File: src/rtl/sweep_object_segmenter_core_assert.svh
// ----------------------------------------------------------------------------
// Assertion macros for the sweep object segmenter.
// Each macro is used inside a module that has clk and rst_n.
// ----------------------------------------------------------------------------
`ifndef SWEEP_OBJECT_SEGMENTER_CORE_ASSERT_SVH
`define SWEEP_OBJECT_SEGMENTER_CORE_ASSERT_SVH

// The consequent holds in the same cycle as the antecedent.
`define SOS_ASSERT_IMPLY(label, ante, cons) \
    label: assert property (@(posedge clk) disable iff (!rst_n) (ante) |-> (cons)) \
        else $error("implication check failed");

// The consequent holds in the cycle after the antecedent.
`define SOS_ASSERT_NEXT(label, ante, cons) \
    label: assert property (@(posedge clk) disable iff (!rst_n) (ante) |=> (cons)) \
        else $error("next-cycle check failed");

`endif

File: src/rtl/sos_fifo.sv
// ----------------------------------------------------------------------------
// sos_fifo
// Small register queue with occupancy count, used between stages.
// ----------------------------------------------------------------------------
`default_nettype none

module sos_fifo #(
    parameter int WIDTH = 8,
    parameter int DEPTH = 2
) (
    input  wire logic             clk,
    input  wire logic             rst_n,
    input  wire logic             wr_en,
    input  wire logic [WIDTH-1:0] wr_data,
    input  wire logic             rd_en,
    output logic      [WIDTH-1:0] rd_data,
    output logic                  empty,
    output logic                  full
);

    localparam int PTR_W = (DEPTH > 1) ? $clog2(DEPTH) : 1;
    localparam int CNT_W = $clog2(DEPTH + 1);

    logic [WIDTH-1:0] mem_reg [DEPTH];
    logic [PTR_W-1:0] wr_ptr_reg;
    logic [PTR_W-1:0] rd_ptr_reg;
    logic [CNT_W-1:0] cnt_reg;
    logic             do_wr;
    logic             do_rd;

    assign empty   = (cnt_reg == '0);
    assign full    = (cnt_reg == CNT_W'(DEPTH));
    assign do_wr   = wr_en && !full;
    assign do_rd   = rd_en && !empty;
    assign rd_data = mem_reg[rd_ptr_reg];

    // Pointer and count update; pointers wrap at the depth.
    always_ff @(posedge clk or negedge rst_n)
    begin
        if (!rst_n)
        begin
            wr_ptr_reg <= '0;
            rd_ptr_reg <= '0;
            cnt_reg    <= '0;
        end
        else
        begin
            if (do_wr)
                wr_ptr_reg <= (wr_ptr_reg == PTR_W'(DEPTH - 1)) ? '0 : wr_ptr_reg + 1'b1;
            if (do_rd)
                rd_ptr_reg <= (rd_ptr_reg == PTR_W'(DEPTH - 1)) ? '0 : rd_ptr_reg + 1'b1;
            if (do_wr && !do_rd)
                cnt_reg <= cnt_reg + 1'b1;
            else if (do_rd && !do_wr)
                cnt_reg <= cnt_reg - 1'b1;
        end
    end

    // Entry storage.
    always_ff @(posedge clk)
    begin
        if (do_wr)
            mem_reg[wr_ptr_reg] <= wr_data;
    end

endmodule

`default_nettype wire

File: config.mk
export PLATFORM = sky130hd
export DESIGN_NAME = sos_fifo
export DESIGN_NICKNAME = d
export VERILOG_FILES = /design/src/rtl/sweep_object_segmenter_core_assert.svh /design/src/rtl/sos_fifo.sv
export SDC_FILE = /design/constraint.sdc
export NUM_CORES = 1
export LEC_CHECK = 0
export BUFFER_PORTS_ARGS = -buffer_cell sky130_fd_sc_hd__buf_2
export CORE_MARGIN = 3
export CORE_UTILIZATION = 30
export CTS_CLUSTER_DIAMETER = 150
export DETAILED_ROUTE_END_ITERATION = 12
export GPL_TIMING_DRIVEN = 0
export PLACE_DENSITY = 0.54
export SLEW_MARGIN = 10
export SYNTH_ARGS = -nofsm -noshare
export SYNTH_HDL_FRONTEND = slang
export SYNTH_SLANG_ARGS = --single-unit
export TNS_END_PERCENT = 1
File: constraint.sdc
create_clock -name clk -period 1.7 [get_ports clk]
set_clock_uncertainty 0.05 [all_clocks]
set_input_delay 0.34 -clock clk [delete_from_list [all_inputs] [get_ports clk]]
set_output_delay 0.34 -clock clk [all_outputs]
set_load 0.1 [all_outputs]
==> impl_metrics.toml, run 1 <==
[setup_path]
path_delay_family = "flip-flops"
path_buf_inv = 2
rr_worst_depth = 6
critPathArrivalTime_ns = 1.32
crit_path_top_delay_cell = "dfrtp_1"
path_depth = 3
critical_path_class = "flop to primary output"
end_kind = "primary output"
critical_path.startpoint_type = "flop"
cp_cell_sequence = "buf_6 -> mux2_4 -> buf_12"
critPathMaxStageDelay_ns = 0.41
critPathRequiredTime_ns = 1.31
cp_max_fo = 5

[global_route]
grt_usage_pct = 9.36
antenna_found_initial = 0
overflow = 0
grt_max_degree = 12
grt_pass1_wl_mm = 2.26
grt_pass1_vias = 489

[timing]
report.final.slew_viol_count = 0
tightestPinTransition_ns = 0.410
post-route-period-util_pct = 101
holdWs_ns = 0.185
setup_ws_ns = -0.0129
hold_violations = 0
finalCriticalPeriod_ns = 1.71
slew_headroom_pct = 72.6
max_freq_mhz = 584
rsz0062_at_grt = "true"
setup_violations = 6

[floorplanning]
ios = 22
die_width_um = 56.8
fp-row-count = 17
start_util_pct = 33.4
die_h_um = 56.8
core_um2 = 2320
dieArea_um2 = 3230

[synthesis]
ys_types = 14
synth_seq_cells = 20
synth_nets = 57
synth_seq_area_share_pct = 75.0
synthCells = 44
synthesis.area_um2 = 774
yosysWarnings = 0
avgSynthCellArea_um2 = 17.6

[place]
io_buffers = 21
place_ws_ns = 0.0126
gp_congestion = 0.655
dp_hpwl_um = 860
placedCellCount = 93

[final_layout]
antenna_cells = 0
final_cells = 100
syn_to_final_growth_pct = 48.5
regArea_um2 = 582
n_fill_cell = 210
final_nets = 86
multi_input_comb_area_um2 = 216
final_util_pct = 49.6
drive_gt1_share_pct = 55.6
largest_reg_flops = 16

[clocking]
cts_max_path_buffers = 2
clk_pin_slew_ns = 0.10
root_buffer = "clkbuf_4"
htree_levels = 1
cts_tree = "built"
clkSinkCount = 20
numCtsBuffers = 3
clock_latency_ns = 0.28

[status]
outcome = "finished, violations left"
violations = "setup timing"

[flow_run]
maxCapViolations = 0

[detailed_routing]
first_pass_iters = 2
routed_wl_mm = 1.27
wire_per_inst_um = 12.7
vias_per_cell = 4.37
drc = 0
dr.first_iter.drc_count = 11
ant_nets = 0
vias = 437

[min_path]
min_path_type = "primary input to flop"
holdPathStages = 1
cells in the mapped netlist:
cell,number,area (um2)
dfrtp_1,4,100
inv_1,2,7.51
and3_1,1,6.26
edfxtp_1,16,480
xnor2_1,3,26.3
mux2_2,1,11.3
buf_2,1,5.00
nor2_1,3,11.3
xor2_1,2,17.5
mux2_1,7,78.8
o21ai_1,1,5.00
nand2b_1,1,6.26
ha_1,1,12.5
nand2_2,1,6.26
final timing paths:
check                                        from                       to  slack (ns)
max in group asynchronous                   rst_n   cnt_reg[0]$_DFFE_PN0P_        1.15
setup / recovery           rd_ptr_reg$_DFFE_PN0P_               rd_data[0]       -0.01
hold / removal                         wr_data[6]  mem_reg[1][6]$_DFFE_PP_        0.18
min in group asynchronous                   rst_n   cnt_reg[1]$_DFFE_PN0P_        0.32
hold reg to reg            wr_ptr_reg$_DFFE_PN0P_   wr_ptr_reg$_DFFE_PN0P_        0.46
setup reg to reg           cnt_reg[0]$_DFFE_PN0P_   cnt_reg[1]$_DFFE_PN0P_        0.14
cells by family (layout without fill, tap and decap cells):
group	Yosys count	in the layout	synth area share [%]
AND/OR/NAND/NOR	6	6	3.88
buffers and inverters	3	31	1.62
XOR/XNOR	5	5	5.66
flip-flops	20	20	75.0
AO/OA/AOI/OAI	1	1	0.646
multiplexers	8	8	11.6
adder cells (fa/ha/maj)	1	1	1.62
cells in the final DEF (no fill, tap or decap):
| cell | instances |
|---|---|
| and3_1 | 1 |
| buf_12 | 9 |
| buf_2 | 11 |
| buf_4 | 1 |
| buf_6 | 2 |
| clkbuf_1 | 1 |
| clkbuf_4 | 4 |
| dfrtp_1 | 3 |
| dfrtp_2 | 1 |
| dlygate4sd3_1 | 1 |
| edfxtp_1 | 16 |
| ha_1 | 1 |
| inv_1 | 1 |
| inv_2 | 1 |
| mux2_4 | 8 |
| nand2_2 | 1 |
| nand2b_1 | 1 |
| nor2_1 | 1 |
| nor2_2 | 2 |
| o21ai_1 | 1 |
| xnor2_1 | 3 |
| xor2_1 | 2 |
worst reg2reg max path, cell delays in order, from the launching register on:
cell	delay [ns]
dfrtp_2	0.46
nand2b_1	0.21
nand2_2	0.12
inv_1	0.05
ha_1	0.31
nor2_1	0.14
xor2_1	0.15
layout make-up:
| cell class | instances | area share [%] |
|---|---|---|
| Timing Repair Buffer | 24 | 23.6 |
| Multi-Input combinational cell | 21 | 18.8 |
| Buffer | 1 | 0.979 |
| Tap cell | 28 | 3.05 |
| Sequential cell | 20 | 50.6 |
| Inverter | 2 | 0.653 |
| Clock buffer | 4 | 2.29 |
metal layers:
metal	share of wire (%)	wire length, um	global-route usage, %
met5	0	0	0
met1	40	510	10.9
met3	6.5	82	4.37
met4	0	0	1.99
met2	53	675	15.7
stage by stage:
stage                     setup TNS (ns)  cell area [um2]
after CTS                         -0.239             1130
after detailed placement               0              917
after global routing              -0.493             1150
final                            -0.0522             1150
after global placement           -0.0639              917
after floorplan                        0              777
timing repair:
item	4_1_cts	5_1_grt
gates resized for setup	51	8
hold buffers	1	0
pin swaps	0	0
cloned	1	0
buffers inserted	1	0
endpoints found under the hold margin	4	0
endpoints found under the setup margin	17	10
Power of run 1 is not shown: default switching activity piles up to over one toggle a cycle in this logic, so the estimate is an artifact.
==> run 2, diff against run 1 <==
Settings changed: REMOVE_ABC_BUFFERS set to 1.
==> run 2 against run 1 <==
The flow still finishes with violations (setup timing). Count of clock-buffer cells in the layout fell by 1. Global-route usage fell by 0.36 points. Die area did not move. Sequential cell count did not move. Utilization rose by 0.70 points. Via count rose by 0.92%. Non-clock buffer count did not move. Final cell count did not move. Critical endpoint is now rd_data[1].
==> impl_metrics.toml, run 2 (synthesis results as in run 1) <==
[status]
violations = "setup timing"
outcome = "finished, violations left"

[timing]
setup_ws_ns = -0.0341
post-route-period-util_pct = 102
report.final.slew_viol_count = 0
tightestPinTransition_ns = 0.426
holdWs_ns = 0.170
slew_headroom_pct = 71.6
max_freq_mhz = 577
finalCriticalPeriod_ns = 1.73
rsz0062_at_grt = "true"
setup_violations = 8
hold_violations = 0

[floorplanning]
start_util_pct = 33.4
die_width_um = 56.8
ios = 22
dieArea_um2 = 3230
die_h_um = 56.8
core_um2 = 2320
fp-row-count = 17

[setup_path]
critical_path_class = "flop to primary output"
cp_max_fo = 5
path_delay_family = "flip-flops"
rr_startpoint = "cnt_reg[0]$_DFFE_PN0P_"
worst_r2r_endpoint = "cnt_reg[1]$_DFFE_PN0P_"
cp_cell_sequence = "buf_6 -> mux2_4 -> buf_12"
critPathRequiredTime_ns = 1.31
crit_path_top_delay_cell = "dfrtp_2"
rr_worst_depth = 6
end_kind = "primary output"
critical_path.startpoint_type = "flop"
path_buf_inv = 2
critPathMaxStageDelay_ns = 0.43
r2r_slack_ns = 0.17
critPathArrivalTime_ns = 1.34

[min_path]
min_to = "mem_reg[0][1]$_DFFE_PP_"
min_from = "wr_data[1]"
holdPathStages = 1
min_path_type = "primary input to flop"

[detailed_routing]
wire_per_inst_um = 12.6
drc = 0
first_pass_iters = 4
ant_nets = 0
vias = 441
vias_per_cell = 4.41
dr.first_iter.drc_count = 6
routed_wl_mm = 1.26

[final_layout]
mostFrequentLayoutCells = "edfxtp_1 (16), buf_2 (11), buf_12 (8), mux2_4 (7), clkbuf_4 (4)"
final_nets = 86
drive_gt1_share_pct = 55.6
largest_reg_flops = 16
syn_to_final_growth_pct = 50.6
n_fill_cell = 207
final_common_cell = "edfxtp_1"
antenna_cells = 0

[place]
io_buffers = 21
gp_congestion = 0.637
dp_hpwl_um = 897

[clocking]
htree_levels = 1
cts_max_path_buffers = 2
root_buffer = "clkbuf_4"
clk_pin_slew_ns = 0.11
numCtsBuffers = 3
clock_latency_ns = 0.29
cts_tree = "built"
clkSinkCount = 20

[global_route]
overflow = 0
grt_max_degree = 13
grt_pass1_wl_mm = 2.08
grt_pass1_vias = 473
grt_usage_pct = 9.00
antenna_found_initial = 0

[flow_run]
maxCapViolations = 0
[run 2: timing repair]
item                                    in CTS  in global routing
hold buffers                                 1                  0
gates resized for setup                     48                  9
setup buffers                                3                  0
endpoints found under the setup margin      11                 10
endpoints found under the hold margin        4                  0
[run 2: how the worst max path moves through the flow]
stage                                 from                 endpoint  slack, ns  depth (start not counted)
finish              rd_ptr_reg$_DFFE_PN0P_               rd_data[1]      -0.03                          3
detailed placement  cnt_reg[0]$_DFFE_PN0P_  mem_reg[0][3]$_DFFE_PP_       0.01                          3
floorplan           cnt_reg[0]$_DFFE_PN0P_                    empty      -0.38                          1
CTS                 rd_ptr_reg$_DFFE_PN0P_               rd_data[5]      -0.05                          3
global placement    cnt_reg[0]$_DFFE_PN0P_  mem_reg[0][4]$_DFFE_PP_     -0.002                          3
global route        rd_ptr_reg$_DFFE_PN0P_               rd_data[1]      -0.07                          3
[run 2: cell type report]
type / count / area, um2 / share of cell area [%]
flip-flops and latches: 20 / 583 / 50.0
repair buffers: 25 / 278 / 23.8
multi-input cells: 21 / 210 / 18.0
well taps: 28 / 35.0 / 3.00
clock inverters: 1 / 30.0 / 2.58
clock buffers: 3 / 22.5 / 1.93
inverters: 2 / 7.51 / 0.644
[run 2: stage by stage]
step / area [um2] / setup TNS (ns) / util, % / cells / setup slack [ns]
after floorplan: 769 / -0.378 / - / 43 / -0.378
after global placement: 910 / -0.0176 / 39.2 / 92 / -0.00243
after detailed placement: 910 / 0 / 39.2 / 92 / 0.0116
after CTS: 1130 / -0.310 / 48.9 / 100 / -0.0451
after global routing: 1170 / -0.553 / 50.3 / 100 / -0.0721
final: 1170 / -0.214 / 50.3 / 100 / -0.0341
[run 2: layer usage]
layer / share of wire, % / up-vias / wire length [um] / GRT usage (%)
met5: 0 / - / 0 / 0
met4: 4.2 / 0 / 53 / 8.94
met3: 4.8 / 4 / 61 / 1.61
met2: 48 / 14 / 607 / 14.2
met1: 43 / 211 / 542 / 9.84
li1: - / 212 / - / -
Power of run 2 is left out for the same reason.
